File: config.mk
export PLATFORM = sky130hd
export DESIGN_NAME = dual_chamber_pacing_timer_controller_unit
export DESIGN_NICKNAME = d
export VERILOG_FILES = /design/src/rtl/core/dcpt_pkg.sv /design/src/rtl/core/dual_chamber_pacing_timer_controller_unit.sv /design/src/rtl/core/dcpt_cfg_regs.sv /design/src/rtl/core/dcpt_tick_engine.sv
export SDC_FILE = /design/constraint.sdc
export NUM_CORES = 1
export LEC_CHECK = 0
export BUFFER_PORTS_ARGS = -buffer_cell sky130_fd_sc_hd__buf_4
export CAP_MARGIN = 20
export CORE_UTILIZATION = 51
export DETAILED_ROUTE_END_ITERATION = 8
export GPL_TIMING_DRIVEN = 1
export PLACE_DENSITY = 0.79
export SYNTH_ARGS = -nofsm -noshare
export SYNTH_HDL_FRONTEND = slang
export SYNTH_SLANG_ARGS = --single-unit
File: constraint.sdc
create_clock -name aclk -period 3 [get_ports aclk]
set_input_delay 0.45 -clock aclk [delete_from_list [all_inputs] [get_ports aclk]]
set_output_delay 0.45 -clock aclk [all_outputs]
set_load 0.02 [all_outputs]
File: src/rtl/core/dcpt_pkg.sv
// Shared types and constants for the dual-chamber pacing timer controller.
// No dependencies; used by every module under rtl/core.
package dcpt_pkg;

    // Timer slots, also the bit positions of the running mask
    localparam int unsigned NUM_TIMERS = 6;
    localparam int unsigned T_LRI      = 0;
    localparam int unsigned T_URI      = 1;
    localparam int unsigned T_AVI      = 2;
    localparam int unsigned T_AEI      = 3;
    localparam int unsigned T_PVARP    = 4;
    localparam int unsigned T_VRP      = 5;

    // Configuration register file
    localparam int unsigned CFG_W     = 16;
    localparam int unsigned CFG_IDX_W = 3;

    localparam logic [CFG_IDX_W-1:0] CFG_AV_INTERVAL       = 3'd0;
    localparam logic [CFG_IDX_W-1:0] CFG_ATRIAL_ESCAPE     = 3'd1;
    localparam logic [CFG_IDX_W-1:0] CFG_POST_V_ATRIAL_REF = 3'd2;
    localparam logic [CFG_IDX_W-1:0] CFG_V_REFRACTORY      = 3'd3;
    localparam logic [CFG_IDX_W-1:0] CFG_UPPER_RATE        = 3'd4;
    localparam logic [CFG_IDX_W-1:0] CFG_LOWER_RATE        = 3'd5;

    typedef logic [CFG_W-1:0]      cfg_word_t;
    typedef logic [NUM_TIMERS-1:0] tmask_t;

    // Interval reset values, ordered by timer slot
    localparam cfg_word_t RST_LRI   = 16'd950;
    localparam cfg_word_t RST_URI   = 16'd900;
    localparam cfg_word_t RST_AVI   = 16'd300;
    localparam cfg_word_t RST_AEI   = 16'd800;
    localparam cfg_word_t RST_PVARP = 16'd50;
    localparam cfg_word_t RST_VRP   = 16'd150;

    // One tick's result
    typedef struct packed {
        logic   atrial_pace;
        logic   ventricle_pace;
        tmask_t running;
    } tick_res_t;

endpackage

File: src/rtl/core/dual_chamber_pacing_timer_controller_unit.sv
// Top level of the dual-chamber pacing timer controller.
// Depends on dcpt_pkg, dcpt_cfg_regs and dcpt_tick_engine.

// One input beat is one timer tick carrying the sensed atrial and ventricular
// flags; each tick yields exactly one result beat with the atrial pace, the
// ventricular pace and the six running flags (bit0 LRI, bit1 URI, bit2 AVI,
// bit3 AEI, bit4 PVARP, bit5 VRP). The block sustains one tick per clock while
// m_ready is held high: a tick is first held in the input register, then the
// whole timer update (events, six parallel countdowns, expiry order) runs in one
// pass of logic into the result register that drives m_. While a result waits
// for m_ready the input register takes one more beat, then holds s_ready low
// until the result beat goes. The user writes the interval registers through
// cfg_valid/cfg_index/cfg_wdata only while the block is idle, which the block
// does not enforce; indexes past the last register are dropped. COUNT_WIDTH sets
// the counter width; intervals above its range clamp to full scale, and an
// interval of zero counts as one.
module dual_chamber_pacing_timer_controller_unit #(
    parameter int unsigned COUNT_WIDTH = 16
) (
    input  logic                            aclk,
    input  logic                            aresetn,
    // tick input channel
    input  logic                            s_valid,
    output logic                            s_ready,
    input  logic                            s_atrial_sensed,
    input  logic                            s_ventricle_sensed,
    // result channel
    output logic                            m_valid,
    input  logic                            m_ready,
    output logic                            m_atrial_pace,
    output logic                            m_ventricle_pace,
    output logic [5:0]                      m_running_mask,
    // configuration write channel
    input  logic                            cfg_valid,
    output logic                            cfg_ready,
    input  logic [dcpt_pkg::CFG_IDX_W-1:0]  cfg_index,
    input  dcpt_pkg::cfg_word_t             cfg_wdata
);

    logic                   in_valid_reg, in_valid_next;
    logic                   in_a_reg;
    logic                   in_v_reg;
    logic                   out_valid_reg, out_valid_next;
    dcpt_pkg::tick_res_t    res_reg;
    dcpt_pkg::tick_res_t    res_next;
    logic                   advance;
    logic                   step_en;
    logic                   in_take;
    logic [COUNT_WIDTH-1:0] load_val [dcpt_pkg::NUM_TIMERS];

    // Register writes always complete in one beat
    assign cfg_ready = 1'b1;

    dcpt_cfg_regs #(
        .COUNT_WIDTH (COUNT_WIDTH)
    ) u_cfg (
        .aclk     (aclk),
        .aresetn  (aresetn),
        .wr_en    (cfg_valid),
        .wr_index (cfg_index),
        .wr_data  (cfg_wdata),
        .load_val (load_val)
    );

    // Result slot frees when empty or when its beat is taken this cycle
    assign advance = !out_valid_reg || m_ready;
    // Run one tick when a beat is held and the result slot can take it
    assign step_en = in_valid_reg && advance;
    // Input register accepts whenever it empties this cycle
    assign s_ready = !in_valid_reg || advance;
    assign in_take = s_valid && s_ready;

    dcpt_tick_engine #(
        .COUNT_WIDTH (COUNT_WIDTH)
    ) u_engine (
        .aclk             (aclk),
        .aresetn          (aresetn),
        .step_en          (step_en),
        .atrial_sensed    (in_a_reg),
        .ventricle_sensed (in_v_reg),
        .load_val         (load_val),
        .res_next         (res_next)
    );

    always_comb begin
        in_valid_next = in_valid_reg;
        if (in_take) begin
            in_valid_next = 1'b1;
        end else if (step_en) begin
            in_valid_next = 1'b0;
        end

        out_valid_next = out_valid_reg;
        if (step_en) begin
            out_valid_next = 1'b1;
        end else if (m_ready) begin
            out_valid_next = 1'b0;
        end
    end

    // Control state
    always_ff @(posedge aclk) begin
        if (!aresetn) begin
            in_valid_reg  <= 1'b0;
            out_valid_reg <= 1'b0;
        end else begin
            in_valid_reg  <= in_valid_next;
            out_valid_reg <= out_valid_next;
        end
    end

    // Payload: hold until the next beat moves in
    always_ff @(posedge aclk) begin
        if (in_take) begin
            in_a_reg <= s_atrial_sensed;
            in_v_reg <= s_ventricle_sensed;
        end
        if (step_en) begin
            res_reg <= res_next;
        end
    end

    assign m_valid          = out_valid_reg;
    assign m_atrial_pace    = res_reg.atrial_pace;
    assign m_ventricle_pace = res_reg.ventricle_pace;
    assign m_running_mask   = res_reg.running;

    // An expired atrial escape interval is stopped by the end of the tick
    a_ap_clears_aei: assert property (@(posedge aclk) disable iff (!aresetn)
        (out_valid_reg && res_reg.atrial_pace) |-> !res_reg.running[dcpt_pkg::T_AEI])
        else $error("atrial pace reported with AEI still running");

    // A held tick that cannot advance is kept, not dropped
    a_tick_kept: assert property (@(posedge aclk) disable iff (!aresetn)
        (in_valid_reg && !advance) |=> in_valid_reg)
        else $error("held tick lost while result stalled");

    // Every processed tick yields a result beat
    a_step_result: assert property (@(posedge aclk) disable iff (!aresetn)
        step_en |=> out_valid_reg)
        else $error("tick processed without result beat");

    // Result slot never overwritten while its beat is still waiting
    a_no_overwrite: assert property (@(posedge aclk) disable iff (!aresetn)
        (out_valid_reg && !m_ready) |-> !step_en)
        else $error("pending result overwritten");

endmodule

File: src/rtl/core/dcpt_cfg_regs.sv
// Interval configuration registers and the count load values derived from them.
// Depends on dcpt_pkg.
module dcpt_cfg_regs #(
    parameter int unsigned COUNT_WIDTH = 16
) (
    input  logic                            aclk,
    input  logic                            aresetn,
    input  logic                            wr_en,
    input  logic [dcpt_pkg::CFG_IDX_W-1:0]  wr_index,
    input  dcpt_pkg::cfg_word_t             wr_data,
    output logic [COUNT_WIDTH-1:0]          load_val [dcpt_pkg::NUM_TIMERS]
);

    localparam logic [31:0] MAX_COUNT = 32'((64'd1 << COUNT_WIDTH) - 64'd1);

    dcpt_pkg::cfg_word_t ivl_reg  [dcpt_pkg::NUM_TIMERS];
    dcpt_pkg::cfg_word_t ivl_next [dcpt_pkg::NUM_TIMERS];

    always_comb begin
        ivl_next = ivl_reg;
        if (wr_en) begin
            case (wr_index)
                dcpt_pkg::CFG_AV_INTERVAL:       ivl_next[dcpt_pkg::T_AVI]   = wr_data;
                dcpt_pkg::CFG_ATRIAL_ESCAPE:     ivl_next[dcpt_pkg::T_AEI]   = wr_data;
                dcpt_pkg::CFG_POST_V_ATRIAL_REF: ivl_next[dcpt_pkg::T_PVARP] = wr_data;
                dcpt_pkg::CFG_V_REFRACTORY:      ivl_next[dcpt_pkg::T_VRP]   = wr_data;
                dcpt_pkg::CFG_UPPER_RATE:        ivl_next[dcpt_pkg::T_URI]   = wr_data;
                dcpt_pkg::CFG_LOWER_RATE:        ivl_next[dcpt_pkg::T_LRI]   = wr_data;
                default: ;
            endcase
        end
    end

    always_ff @(posedge aclk) begin
        if (!aresetn) begin
            ivl_reg[dcpt_pkg::T_LRI]   <= dcpt_pkg::RST_LRI;
            ivl_reg[dcpt_pkg::T_URI]   <= dcpt_pkg::RST_URI;
            ivl_reg[dcpt_pkg::T_AVI]   <= dcpt_pkg::RST_AVI;
            ivl_reg[dcpt_pkg::T_AEI]   <= dcpt_pkg::RST_AEI;
            ivl_reg[dcpt_pkg::T_PVARP] <= dcpt_pkg::RST_PVARP;
            ivl_reg[dcpt_pkg::T_VRP]   <= dcpt_pkg::RST_VRP;
        end else begin
            ivl_reg <= ivl_next;
        end
    end

    // Zero loads as one; values past the counter range clamp to full scale
    always_comb begin
        logic [31:0] v32;
        for (int i = 0; i < dcpt_pkg::NUM_TIMERS; i++) begin
            v32 = 32'(ivl_reg[i]);
            if (v32 == 32'd0) begin
                load_val[i] = COUNT_WIDTH'(1);
            end else if (v32 > MAX_COUNT) begin
                load_val[i] = MAX_COUNT[COUNT_WIDTH-1:0];
            end else begin
                load_val[i] = v32[COUNT_WIDTH-1:0];
            end
        end
    end

endmodule

File: src/rtl/core/dcpt_tick_engine.sv
// Timer state and the single-pass tick update: events, countdowns, expiries.
// Depends on dcpt_pkg; load values come from dcpt_cfg_regs.
module dcpt_tick_engine #(
    parameter int unsigned COUNT_WIDTH = 16
) (
    input  logic                    aclk,
    input  logic                    aresetn,
    input  logic                    step_en,
    input  logic                    atrial_sensed,
    input  logic                    ventricle_sensed,
    input  logic [COUNT_WIDTH-1:0]  load_val [dcpt_pkg::NUM_TIMERS],
    output dcpt_pkg::tick_res_t     res_next
);

    logic [COUNT_WIDTH-1:0] cnt_reg  [dcpt_pkg::NUM_TIMERS];
    logic [COUNT_WIDTH-1:0] cnt_next [dcpt_pkg::NUM_TIMERS];
    dcpt_pkg::tmask_t       run_reg, run_next;
    logic                   ap_pend_reg, ap_pend_next;
    logic                   vp_pend_reg, vp_pend_next;

    always_comb begin
        dcpt_pkg::tmask_t fresh;
        logic a_ev;
        logic v_ev;
        logic ap;
        logic vp;

        cnt_next = cnt_reg;
        run_next = run_reg;
        fresh    = '0;
        a_ev     = atrial_sensed | ap_pend_reg;
        v_ev     = ventricle_sensed | vp_pend_reg;
        ap       = 1'b0;
        vp       = 1'b0;

        // Atrial event
        if (a_ev) begin
            if (run_next[dcpt_pkg::T_AEI] && !run_next[dcpt_pkg::T_PVARP]) begin
                run_next[dcpt_pkg::T_AEI] = 1'b0;
                cnt_next[dcpt_pkg::T_AEI] = '0;
            end
            if (!run_next[dcpt_pkg::T_AVI]) begin
                run_next[dcpt_pkg::T_AVI] = 1'b1;
                cnt_next[dcpt_pkg::T_AVI] = load_val[dcpt_pkg::T_AVI];
                fresh[dcpt_pkg::T_AVI]    = 1'b1;
            end
        end

        // Ventricular event, after the atrial one
        if (v_ev) begin
            if (run_next[dcpt_pkg::T_AVI] && !run_next[dcpt_pkg::T_VRP]) begin
                run_next[dcpt_pkg::T_AVI] = 1'b0;
                cnt_next[dcpt_pkg::T_AVI] = '0;
            end
            for (int t = 0; t < dcpt_pkg::NUM_TIMERS; t++) begin
                if ((t == dcpt_pkg::T_URI) || (t == dcpt_pkg::T_LRI) ||
                    (((t == dcpt_pkg::T_PVARP) || (t == dcpt_pkg::T_AEI) ||
                      (t == dcpt_pkg::T_VRP)) && !run_next[t])) begin
                    run_next[t] = 1'b1;
                    cnt_next[t] = load_val[t];
                    fresh[t]    = 1'b1;
                end
            end
        end

        // Countdown of every timer but AVI; these do not interact
        for (int t = 0; t < dcpt_pkg::NUM_TIMERS; t++) begin
            if ((t != dcpt_pkg::T_AVI) && run_next[t] && !fresh[t]) begin
                if (cnt_next[t] > COUNT_WIDTH'(1)) begin
                    cnt_next[t] = cnt_next[t] - COUNT_WIDTH'(1);
                end else begin
                    run_next[t] = 1'b0;
                    cnt_next[t] = '0;
                    if (t == dcpt_pkg::T_LRI) vp = 1'b1;
                    if (t == dcpt_pkg::T_AEI) ap = 1'b1;
                end
            end
        end

        // AVI last: sees URI after its own expiry this tick
        if (run_next[dcpt_pkg::T_AVI] && !fresh[dcpt_pkg::T_AVI]) begin
            if (cnt_next[dcpt_pkg::T_AVI] > COUNT_WIDTH'(1)) begin
                cnt_next[dcpt_pkg::T_AVI] = cnt_next[dcpt_pkg::T_AVI] - COUNT_WIDTH'(1);
            end else if (run_next[dcpt_pkg::T_URI]) begin
                cnt_next[dcpt_pkg::T_AVI] = COUNT_WIDTH'(1);
            end else begin
                run_next[dcpt_pkg::T_AVI] = 1'b0;
                cnt_next[dcpt_pkg::T_AVI] = '0;
                vp = 1'b1;
            end
        end

        ap_pend_next            = ap;
        vp_pend_next            = vp;
        res_next.atrial_pace    = ap;
        res_next.ventricle_pace = vp;
        res_next.running        = run_next;
    end

    always_ff @(posedge aclk) begin
        if (!aresetn) begin
            for (int t = 0; t < dcpt_pkg::NUM_TIMERS; t++) begin
                cnt_reg[t] <= '0;
            end
            run_reg     <= '0;
            ap_pend_reg <= 1'b0;
            vp_pend_reg <= 1'b0;
        end else if (step_en) begin
            cnt_reg     <= cnt_next;
            run_reg     <= run_next;
            ap_pend_reg <= ap_pend_next;
            vp_pend_reg <= vp_pend_next;
        end
    end

endmodule

==> summary.md, run 1 <==
| Metric | Value |
|---|---|
| F_max | `~340 MHz` |
| CTS tree | `yes` |
| Synth warn | `0` |
| Post-DP HPWL | `roughly 23000 um` |
| Root Buffer | `clkbuf_16` |
| Critical Path Slowest Stage Cell | `or4_4` |
| DRC | `0` |
| Comb pwr share | `0.155` |
| HP Class | `in2reg` |
| Post-synthesis register bit count | `between 200 and 250` |
| Post-Syn Instances | `between 1000 and 1500` |
| Ranking of synthesized cells by instance count | `nand2_1 (320), dfxtp_1 (202), a21oi_1 (136)` |
| Synth cell types | `92` |
| Initial core utilization | `0.521` |
| Largest net degree at the start of global routing | `51` |
| Layout cells sized above 1 | `0.149` |
| Sequential share of power | `0.432` |
| Syn nets | `roughly 1500` |
| Grt ovf | `0` |
| Most common cell in the netlist | `nand2_1` |
| Syn Area/Cell | `between 7 and 8 um2` |
| Post-synth EDFFs | `10` |
| Diodes inserted | `0` |
| GRT met1 Usage | `0.422` |
| Number of global-route vias before repair | `roughly 10000` |
| H-tree level count | `1` |
| Hold Startpoint | `s_atrial_sensed` |
| Vias | `11400` |
| Sequential area share after synthesis | `0.382` |
| Most Crowded Layer GR | `met2` |
| Initial antenna violation count | `0` |
| Worst setup path startpoint | `u_cfg.ivl_reg[34]` |
| Peak supply drop | `~0.39 mV` |
| CTS Buf Count | `24` |
| CTS max path bufs | `3` |
| Latest clock arrival within the worst-skew pair | `~0.53 ns` |
| Post-synth top area cell | `dfxtp_1` |
| Std-Cell Rows | `54` |
| Fin crit share | `0.970` |
| Core Area | `21800 um2` |
| Slew at the pin with the worst max-slew slack | `0.895 ns` |
| Max Cap Violations | `0` |
| Most frequent cell on the critical path | `or4_4` |
| Sw Ratio | `0.283` |
| Async set-reset flop share out of synthesis | `0` |
| Gr usage total | `0.293` |
| Outcome | `completed` |
| Post-Route Utilization | `0.601` |
| Worst-path cell chain | `or4_4 > or4_4 > o21bai_4 > o21ai_2 > ha_2 > or2_2 > nand2_2 > nor4b_4 > buf_4 > or3_4 > a21oi_2` |
| Crit path launch type | `flop` |
| Setup-failing EPs final | `0` |
| R2R Path Start | `u_cfg.ivl_reg[34]` |
| Final WL | `34200 um` |
| GP Congestion | `about 0.90` |
| Total internal power | `5.05 mW` |
| Share of the synthesized area in the top cell type | `0.356` |
| Power consumption | `7.04 mW` |
| NumNets Final | `roughly 1600` |
| Top Ports | `37` |
| Clock sinks | `~210` |
| Die Ht | `about 150 um` |
| Biggest cell delay along the critical path | `between 0.5 and 0.6 ns` |
| DRT iter0 DRCs | `about 1300` |
| Detailed-router iteration count before antenna repair | `6` |
| Met2 Track Usage GR | `0.446` |
| Layout Skew | `0.0239 ns` |
| PwrDens | `between 500 and 600 nW/um2` |
| Final Max Tran Viols | `0` |
| Slew margin rel. | `0.400` |
| Critical path type | `reg2reg` |
| Max FO, Critical Path | `5` |
| Mapped Area | `11400 um2` |
| First-pass GRT wire length | `roughly 53000 um` |
| WL/cell | `roughly 19 um` |
| NetSw | `1.99 mW` |
| Die ar. | `22900 um2` |
| Clock transition at path regs | `0.06 ns` |
| CP endpoint kind | `flop` |
| Remaining antenna violation count after routing | `0` |
| Area growth syn-to-layout | `15.4%` |
| Drt via density | `around 6.3` |
| Area contributors post-synth | `dfxtp_1 (36%), nand2_1 (11%), a21oi_1 (6.0%)` |
| RSZ-0062 raised after global routing | `no` |
| Hold Vio Cnt, Final | `0` |
| Required @ worst endpoint | `between 3 and 4 ns` |
| Static leakage | `4.92 nW` |
| Top FF cell, synth | `dfxtp_1` |
| CTS Hold Buffers Added | `0` |
| Minimum clock period | `between 2 and 3 ns` |
| Clk network pwr share | `0.413` |
| Fin Setup TNS | `0 ns` |
| Met3 Use GR | `0.0340` |
| Die Wd | `151 um` |
| PortBufs | `35` |
| Worst Path Arrival | `roughly 3.4 ns` |
[per-stage QoR]
stage               setup WS (ns)  hold WS, ns  cells  instance area [um2]
floorplan                 -0.0217        0.418   1470                11400
global placement          -0.0267        0.438   1768                12200
detailed placement        -0.0961        0.443   1768                12200
CTS                       0.00684        0.101   1812                13000
global route              0.00261        0.102   1814                13100
finish                     0.0904        0.111   1814                13100
[critical path, delay by kind of cell, from the launching register on]
kind,cells,cell delay [ns]
buf+inv,1,0.16
simple gates,6,1.79
flops,1,0.33
compound gates,3,0.38
fa+ha+maj,1,0.19
[per-layer routing]
layer,part of all wire,vias up
met5,0,-
met4,0.030,0
met3,0.095,84
met2,0.44,596
met1,0.43,5343
li1,-,5402
[power by group through the flow]
| stage | clock network [mW] | registers (mW) | logic (mW) |
|---|---|---|---|
| 2_1_floorplan | 0 | 3.07 | 0.717 |
| 3_3_place_gp | 0 | 3.09 | 1.02 |
| 3_5_place_dp | 0 | 3.10 | 1.04 |
| 4_1_cts | 2.93 | 3.04 | 1.05 |
| 5_1_grt | 3.07 | 3.05 | 1.17 |
| 6_report | 2.91 | 3.04 | 1.09 |
[worst paths after layout]
check                               to  cells past startpoint  slack (ns)
setup reg to reg  u_engine.cnt_reg[36]                     11        0.09
setup / recovery  u_engine.cnt_reg[36]                     11        0.09
hold / removal                in_a_reg                      1        0.11
hold reg to reg   u_engine.cnt_reg[90]                      2        0.45
[repair_timing]
item	in CTS	in global routing
resized for setup	3	21
setup buffers	0	2
pin swaps	0	5
setup endpoints to repair	15	35
[cells by family (layout without fill, tap and decap cells)]
kind of cell	Yosys count	after routing	synth area share
adder cells (fa/ha/maj)	12	12	0.0132
other	1	1	0.000330
buffers and inverters	109	173	0.0396
XOR/XNOR	37	37	0.0285
AND/OR/NAND/NOR	683	683	0.285
AO/OA/AOI/OAI	387	387	0.225
multiplexers	29	29	0.0262
flip-flops	212	212	0.382
[layout by cell type (no fill, tap or decap), types with 18 or more instances in the layout]
| master | Yosys | routed |
|---|---|---|
| inv_1 | 19 | 18 |
| xnor2_1 | 20 | 20 |
| clkbuf_16 | 0 | 25 |
| nor3_1 | 51 | 50 |
| nor2_1 | 95 | 91 |
| or3_1 | 26 | 25 |
| o21ai_0 | 68 | 66 |
| a21oi_1 | 136 | 134 |
| dfxtp_1 | 202 | 200 |
| mux2i_1 | 23 | 21 |
| nor4_1 | 34 | 33 |
| nand3_1 | 47 | 47 |
| buf_4 | 1 | 108 |
| nand2_1 | 320 | 317 |
[final cells by class]
class | count | area, um2
clock buffers | 35 | 733
clock inverters | 9 | 65.1
fillers | 1859 | 8700
inverters | 20 | 75.1
multi-input cells | 1149 | 6720
flip-flops and latches | 212 | 4350
well taps | 280 | 350
repair buffers | 109 | 831
(Power assumes the default switching activity.)
==> run 2: changes to the inputs <==
PLACE_DENSITY = 0.76   (was 0.79)
clock period = 2.74 ns   (was 3 ns; I/O delays follow)
==> summary.md, run 2 (synthesis gave the netlist of run 1 again) <==
| Metric | Value |
|---|---|
| Outcome | `finished, violations left (was completed)` |
| Failing checks | `setup timing` |
| Minimum clock period | `2.79 ns (was 2.91 ns)` |
| DRC | `0 (unchanged)` |
| CTS tree | `yes (unchanged)` |
| Multi-input gate area | `6940 um2 (was 6720 um2)` |
| Vias | `11600 (was 11400)` |
| Biggest cell delay along the critical path | `0.53 ns (about the same)` |
| Slew at the pin with the worst max-slew slack | `1.05 ns (was 0.895 ns)` |
| Final WL | `35100 um (was 34200 um)` |
| Die Ht | `151 um (unchanged)` |
| Max Cap Violations | `0 (unchanged)` |
| Crit path max-delay family | `simple AND/OR/NAND/NOR gates (unchanged)` |
| Hold Vio Cnt, Final | `0 (unchanged)` |
| Grt ovf | `0 (unchanged)` |
| NumNets Final | `1614 (was 1554)` |
| Peak supply drop | `0.392 mV (was 0.395 mV)` |
| H-tree level count | `1 (unchanged)` |
| Largest net degree at the start of global routing | `94 (was 51)` |
| Initial core utilization | `0.521 (unchanged)` |
| Latest clock arrival within the worst-skew pair | `0.53 ns (about the same)` |
| Max FO, Critical Path | `5 (unchanged)` |
| Fin crit share | `1.02 (was 0.970)` |
| Fin area | `13700 um2 (was 13100 um2)` |
| Std-Cell Rows | `54 (unchanged)` |
| Clock transition at path regs | `0.06 ns (about the same)` |
| Final Max Tran Viols | `0 (unchanged)` |
| Fill cell count | `1831 (was 1859)` |
| PwrDens | `554 nW/um2 (was 537 nW/um2)` |
| Slew margin rel. | `0.302 (was 0.400)` |
| Diodes inserted | `0 (unchanged)` |
| Most common cell after layout, fill and taps aside | `nand2_1 (unchanged)` |
| Clock sinks | `212 (unchanged)` |
| Static leakage | `5.19 nW (was 4.92 nW)` |
| Required @ worst endpoint | `3.00 ns (was 3.47 ns)` |
| Drt via density | `6.21 (was 6.30)` |
| RSZ-0062 raised after global routing | `yes (was no)` |
| Worst Path Arrival | `3.05 ns (was 3.38 ns)` |
| HP Class | `in2reg (unchanged)` |
| Setup ws final | `-0.0458 ns (was 0.0904 ns)` |
| First-pass GRT wire length | `54700 um (was 53000 um)` |
| Register area | `4350 um2 (unchanged)` |
| Worst-path cell chain | `or4_4 > or4_4 > o21bai_4 > o21ai_2 > inv_1 > ha_1 > or2_4 > nand2_2 > nor4b_4 > buf_4 > nor2_1 (was or4_4 > or4_4 > o21bai_4 > o21ai_2 > ha_2 > or2_2 > nand2_2 > nor4b_4 > buf_4 > or3_4 > a21oi_2)` |
| Top Ports | `37 (unchanged)` |
| CP endpoint kind | `flop (unchanged)` |
| Commonest non-fill, non-tap cells in the layout | `nand2_1 (314), dfxtp_1 (200), buf_4 (165) (was nand2_1 (317), dfxtp_1 (200), a21oi_1 (134))` |
| Layout Skew | `0.0307 ns (was 0.0239 ns)` |
| GP Congestion | `0.913 (was 0.905)` |
| Layout cells sized above 1 | `0.196 (was 0.149)` |
| Critical path type | `reg2reg (unchanged)` |
| CTS max path bufs | `3 (unchanged)` |
| DRT iter0 DRCs | `1079 (was 1277)` |
| Die ar. | `22900 um2 (unchanged)` |
| Dpl cell area | `12600 um2 (was 12200 um2)` |
| Root Buffer | `clkbuf_16 (unchanged)` |
| Buf+Inv Stages, Crit Path | `2 (was 1)` |
| PortBufs | `35 (unchanged)` |
| Crit path launch type | `flop (unchanged)` |
| Remaining antenna violation count after routing | `0 (unchanged)` |
| Area growth syn-to-layout | `20.5% (was 15.4%)` |
| F_max | `359 MHz (was 344 MHz)` |
| Setup-failing EPs final | `7 (was 0)` |
| Most frequent cell on the critical path | `or4_4 (unchanged)` |
| Number of global-route vias before repair | `10300 (was 10100)` |
| Core Area | `21800 um2 (unchanged)` |
| WL/cell | `18.7 um (was 18.8 um)` |
| Post-DP HPWL | `23700 um (was 23200 um)` |
| Post-Route Utilization | `0.628 (was 0.601)` |
| Detailed-router iteration count before antenna repair | `5 (was 6)` |
| Gr usage total | `0.302 (was 0.293)` |
| Die Wd | `151 um (unchanged)` |
| Critical Path Slowest Stage Cell | `or4_4 (unchanged)` |
| CTS Buf Count | `23 (was 24)` |
| Initial antenna violation count | `0 (unchanged)` |
==> run 2: final cells by class <==
type | instances | share of cell area
clock buffer | 37 | 0.0495
clock inverter | 4 | 0.00192
inverter | 20 | 0.00548
multi-input combinational | 1150 | 0.506
sequential | 212 | 0.317
tap | 280 | 0.0256
timing repair buffer | 169 | 0.0939
==> run 2: worst register-to-register path, cell delays in order (launching register included) <==
cell and delay [ns]:
dfxtp_2 0.32, or4_4 0.53, or4_4 0.45, o21bai_4 0.15
o21ai_2 0.09, inv_1 0.07, ha_1 0.14, or2_4 0.11
nand2_2 0.06, nor4b_4 0.37, buf_4 0.20, nor2_1 0.04
==> run 2: layer usage <==
| metal | vias up | GRT usage | part of all wire |
|---|---|---|---|
| met5 | - | 0 | 0 |
| met3 | 80 | 0.0380 | 0.082 |
| met4 | 0 | 0.117 | 0.032 |
| met2 | 507 | 0.463 | 0.45 |
| li1 | 5533 | - | - |
| met1 | 5496 | 0.429 | 0.43 |
==> run 2: what timing repair did <==
item | 4_1_cts | 5_1_grt
setup buffers | 6 | 8
gates resized for setup | 23 | 49
pin swaps | 17 | 23
endpoints found under the setup margin | 58 | 73
gates cloned | 1 | 0
hold buffers | 0 | 0
==> run 2: path summary, 6_finish.rpt <==
kind	start	endpoint	slack, ns	cells after the start
worst min-delay path	s_atrial_sensed	in_a_reg	0.07	1
worst min register to register	u_engine.cnt_reg[91]	u_engine.cnt_reg[91]	0.46	2
worst max-delay path	u_cfg.ivl_reg[36]	m_running_mask[3]	-0.05	11
worst max register to register	u_cfg.ivl_reg[36]	m_running_mask[3]	-0.05	11
==> run 2: stage by stage <==
step,hold WS [ns],TNS (ns),instances,worst slack [ns],total power [mW]
2_1_floorplan,0.418,-0.666,1470,-0.282,4.15
6_report,0.0740,-0.128,1872,-0.0458,7.59
3_5_place_dp,0.450,-5.61,1816,-0.204,4.58
3_3_place_gp,0.432,-1.36,1816,-0.101,4.56
5_1_grt,0.0693,-1.53,1872,-0.117,7.85
4_1_cts,0.0712,-0.213,1864,-0.0383,7.52
==> run 2: power by group <==
part / internal, mW / leakage, nW / switching [mW]
Clock: 1.69 / 0.343 / 1.27
Combinational: 0.521 / 3.12 / 0.791
Sequential: 3.21 / 1.74 / 0.109
==> run 3: changes to the inputs <==
ABC_AREA = 1   (was unset)
CORE_MARGIN = 10   (was unset)
==> summary.md, run 3 <==
| Metric | Value |
|---|---|
| Post-Layout Cell Count | `2135 (was 1872)` |
| Gr usage total | `0.214 (was 0.302)` |
| NumNets Final | `1842 (was 1614)` |
| HP Class | `in2reg (unchanged)` |
| GRT met1 Usage | `0.282 (was 0.429)` |
| PortBufs | `35 (unchanged)` |
| Fill cell count | `2169 (was 1831)` |
| Largest net degree at the start of global routing | `93 (was 94)` |
| Synth warn | `0 (unchanged)` |
| Area growth syn-to-layout | `13.3% (was 20.5%)` |
| Initial core utilization | `0.522 (was 0.521)` |
| Root Buffer | `clkbuf_16 (unchanged)` |
| H-tree level count | `1 (unchanged)` |
| Slew margin rel. | `0.597 (was 0.302)` |
| Final WL | `33500 um (was 35100 um)` |
| Critical Path Slowest Stage Cell | `nor2_2 (was or4_4)` |
| Number of global-route vias before repair | `10900 (was 10300)` |
| DRC | `0 (unchanged)` |
| Detailed-router iteration count before antenna repair | `6 (was 5)` |
| Hold path depth | `1 (unchanged)` |
| Ranking of synthesized cells by instance count | `nand2_1 (391), dfxtp_1 (202), inv_1 (193), nor2_1 (193), a21oi_1 (167) (was nand2_1 (320), dfxtp_1 (202), a21oi_1 (136))` |
| First-pass GRT wire length | `54500 um (was 54700 um)` |
| CTS tree | `yes (unchanged)` |
| RSZ-0062 raised after global routing | `yes (unchanged)` |
| Most common cell in the netlist | `nand2_1 (unchanged)` |
| Biggest cell delay along the critical path | `0.46 ns (was 0.53 ns)` |
| Setup-failing EPs final | `0 (was 7)` |
| Async set-reset flop share out of synthesis | `0 (unchanged)` |
| Clock transition at path regs | `0.06 ns (about the same)` |
| Buf+Inv Stages, Crit Path | `2 (unchanged)` |
| Mapped Area | `11900 um2 (was 11400 um2)` |
| Top FF cell, synth | `dfxtp_1 (unchanged)` |
| Fin crit share | `0.965 (was 1.02)` |
| Syn nets | `1811 (was 1508)` |
| Max FO, Critical Path | `13 (was 5)` |
| Max Cap Violations | `0 (unchanged)` |
| DRT iter0 DRCs | `1085 (was 1079)` |
| Std-Cell Rows | `55 (was 54)` |
| Worst-path cell chain | `nor2_2 > nor2_2 > nand3_1 > nand2_1 > inv_1 > ha_1 > nor2_1 > nor2_1 > nand2_1 > nor2_4 > nand2_1 > nand2_2 > inv_2 > nand3b_1 > a21oi_1 (was or4_4 > or4_4 > o21bai_4 > o21ai_2 > inv_1 > ha_1 > or2_4 > nand2_2 > nor4b_4 > buf_4 > nor2_1)` |
| WL/cell | `15.7 um (was 18.7 um)` |
| Share of the synthesized area in the top cell type | `0.340 (was 0.356)` |
| Required @ worst endpoint | `3.20 ns (was 3.00 ns)` |
| Synth cell types | `54 (was 92)` |
| Power consumption | `8.39 mW (was 7.59 mW)` |
| Remaining antenna violation count after routing | `0 (unchanged)` |
| Placed insts | `2086 (was 1816)` |
| GP Congestion | `0.955 (was 0.913)` |
| Diodes inserted | `0 (unchanged)` |
| CTS Hold Buffers Added | `0 (unchanged)` |
| Worst Path Arrival | `3.10 ns (was 3.05 ns)` |
| Slew at the pin with the worst max-slew slack | `0.603 ns (was 1.05 ns)` |
| Grt ovf | `0 (unchanged)` |
| Sequential area share after synthesis | `0.365 (was 0.382)` |
| Minimum clock period | `2.64 ns (was 2.79 ns)` |
| Die ar. | `29800 um2 (was 22900 um2)` |
| F_max | `378 MHz (was 359 MHz)` |
| Outcome | `completed (was finished, violations left)` |
| Crit path max-delay family | `simple AND/OR/NAND/NOR gates (unchanged)` |
| R2R Setup Slk | `0.1 ns (was -0.05 ns)` |
| Most common cell after layout, fill and taps aside | `nand2_1 (unchanged)` |
| CTS max path bufs | `3 (unchanged)` |
| Commonest non-fill, non-tap cells in the layout | `nand2_1 (390), dfxtp_1 (202), inv_1 (193) (was nand2_1 (314), dfxtp_1 (200), buf_4 (165))` |
| Static leakage | `5.66 nW (was 5.19 nW)` |
| Most Crowded Layer GR | `met2 (unchanged)` |
| Top Ports | `37 (unchanged)` |
| CP endpoint kind | `flop (unchanged)` |
| Setup ws final | `0.0971 ns (was -0.0458 ns)` |
| Reg2reg path depth | `15 (was 11)` |
| Post-synth EDFFs | `10 (unchanged)` |
| CTS Buf Count | `24 (was 23)` |
| Drt via density | `5.48 (was 6.21)` |
| Met3 Use GR | `0.0316 (was 0.0380)` |
| Post-Syn Instances | `1773 (was 1470)` |
| Hold Vio Cnt, Final | `0 (unchanged)` |
| Area contributors post-synth | `dfxtp_1 (34%), nand2_1 (12%), a21oi_1 (7.0%) (was dfxtp_1 (36%), nand2_1 (11%), a21oi_1 (6.0%))` |
| Met2 Track Usage GR | `0.357 (was 0.463)` |
| Pre-CTS setup slack | `0.176 ns (was -0.204 ns)` |
| Most frequent cell on the critical path | `nand2_1 (was or4_4)` |
| Latest clock arrival within the worst-skew pair | `0.54 ns (was 0.53 ns)` |
| Clock sinks | `212 (unchanged)` |
| Initial antenna violation count | `0 (unchanged)` |
| Crit path launch type | `flop (unchanged)` |
| Peak supply drop | `0.426 mV (was 0.392 mV)` |
| Vias | `11700 (was 11600)` |
| Critical path type | `reg2reg (unchanged)` |
| PwrDens | `622 nW/um2 (was 554 nW/um2)` |
| Syn Area/Cell | `6.71 um2 (was 7.74 um2)` |
| Final Max Tran Viols | `0 (unchanged)` |
| Post-synthesis register bit count | `212 (unchanged)` |
| Layout Skew | `0.0149 ns (was 0.0307 ns)` |
| Layout cells sized above 1 | `0.121 (was 0.196)` |
| Core Area | `22800 um2 (was 21800 um2)` |
| Critical Path Stages | `15 (was 11)` |
| Post-synth top area cell | `dfxtp_1 (unchanged)` |
| Die Wd | `173 um (was 151 um)` |
| Die Ht | `173 um (was 151 um)` |
| Post-DP HPWL | `23000 um (was 23700 um)` |
run 3: path summary, 6_finish.rpt:
kind                         from              endpoint
max reg2reg              in_a_reg  u_engine.cnt_reg[53]
min               s_atrial_sensed              in_a_reg
max                      in_a_reg  u_engine.cnt_reg[53]
min reg2reg  u_engine.cnt_reg[87]  u_engine.cnt_reg[87]
run 3: routing by layer:
layer | wire, um | part of all wire | vias up
met5 | 0 | 0 | -
met4 | 898 | 0.027 | 0
met3 | 2140 | 0.064 | 61
met2 | 15400 | 0.46 | 342
met1 | 15100 | 0.45 | 5440
li1 | - | - | 5858
run 3: cells by family after synthesis:
logic type | synth area share
adder cells (fa/ha/maj) | 0.0126
flip-flops | 0.365
buffers and inverters | 0.101
other | 0.000315
XOR/XNOR | 0.0272
multiplexers | 0.00116
AND/OR/NAND/NOR | 0.306
AO/OA/AOI/OAI | 0.187
run 3: what timing repair did:
item | 4_1_cts | 5_1_grt
resized for setup | 0 | 3
endpoints found under the hold margin | 0 | 0
endpoints found under the setup margin | 0 | 47
buffers inserted | 0 | 5
run 3: area by class of cell:
cell class / count / area (um2) / area share
multi-input combinational: 1272 / 6370 / 0.473
inverter: 211 / 795 / 0.0589
clock buffer: 29 / 659 / 0.0489
tap: 313 / 392 / 0.0290
clock inverter: 15 / 250 / 0.0186
timing repair buffer: 83 / 673 / 0.0499
sequential: 212 / 4340 / 0.322
run 3: power breakdown:
group / internal (mW) / switching [mW]
clock: 2.29 / 1.37
combinational: 0.457 / 0.963
sequential: 3.24 / 0.0722
total: 5.99 / 2.40
run 3: metrics by stage:
step	TNS (ns)	utilization	cell area [um2]	hold WS (ns)
after global placement	0	0.550	12500	0.450
after detailed placement	0	0.550	12500	0.454
after CTS	0	0.590	13400	0.0579
final	0	0.592	13500	0.0703
after global routing	-2.63	0.592	13500	0.0528
after floorplan	0	-	11900	0.437
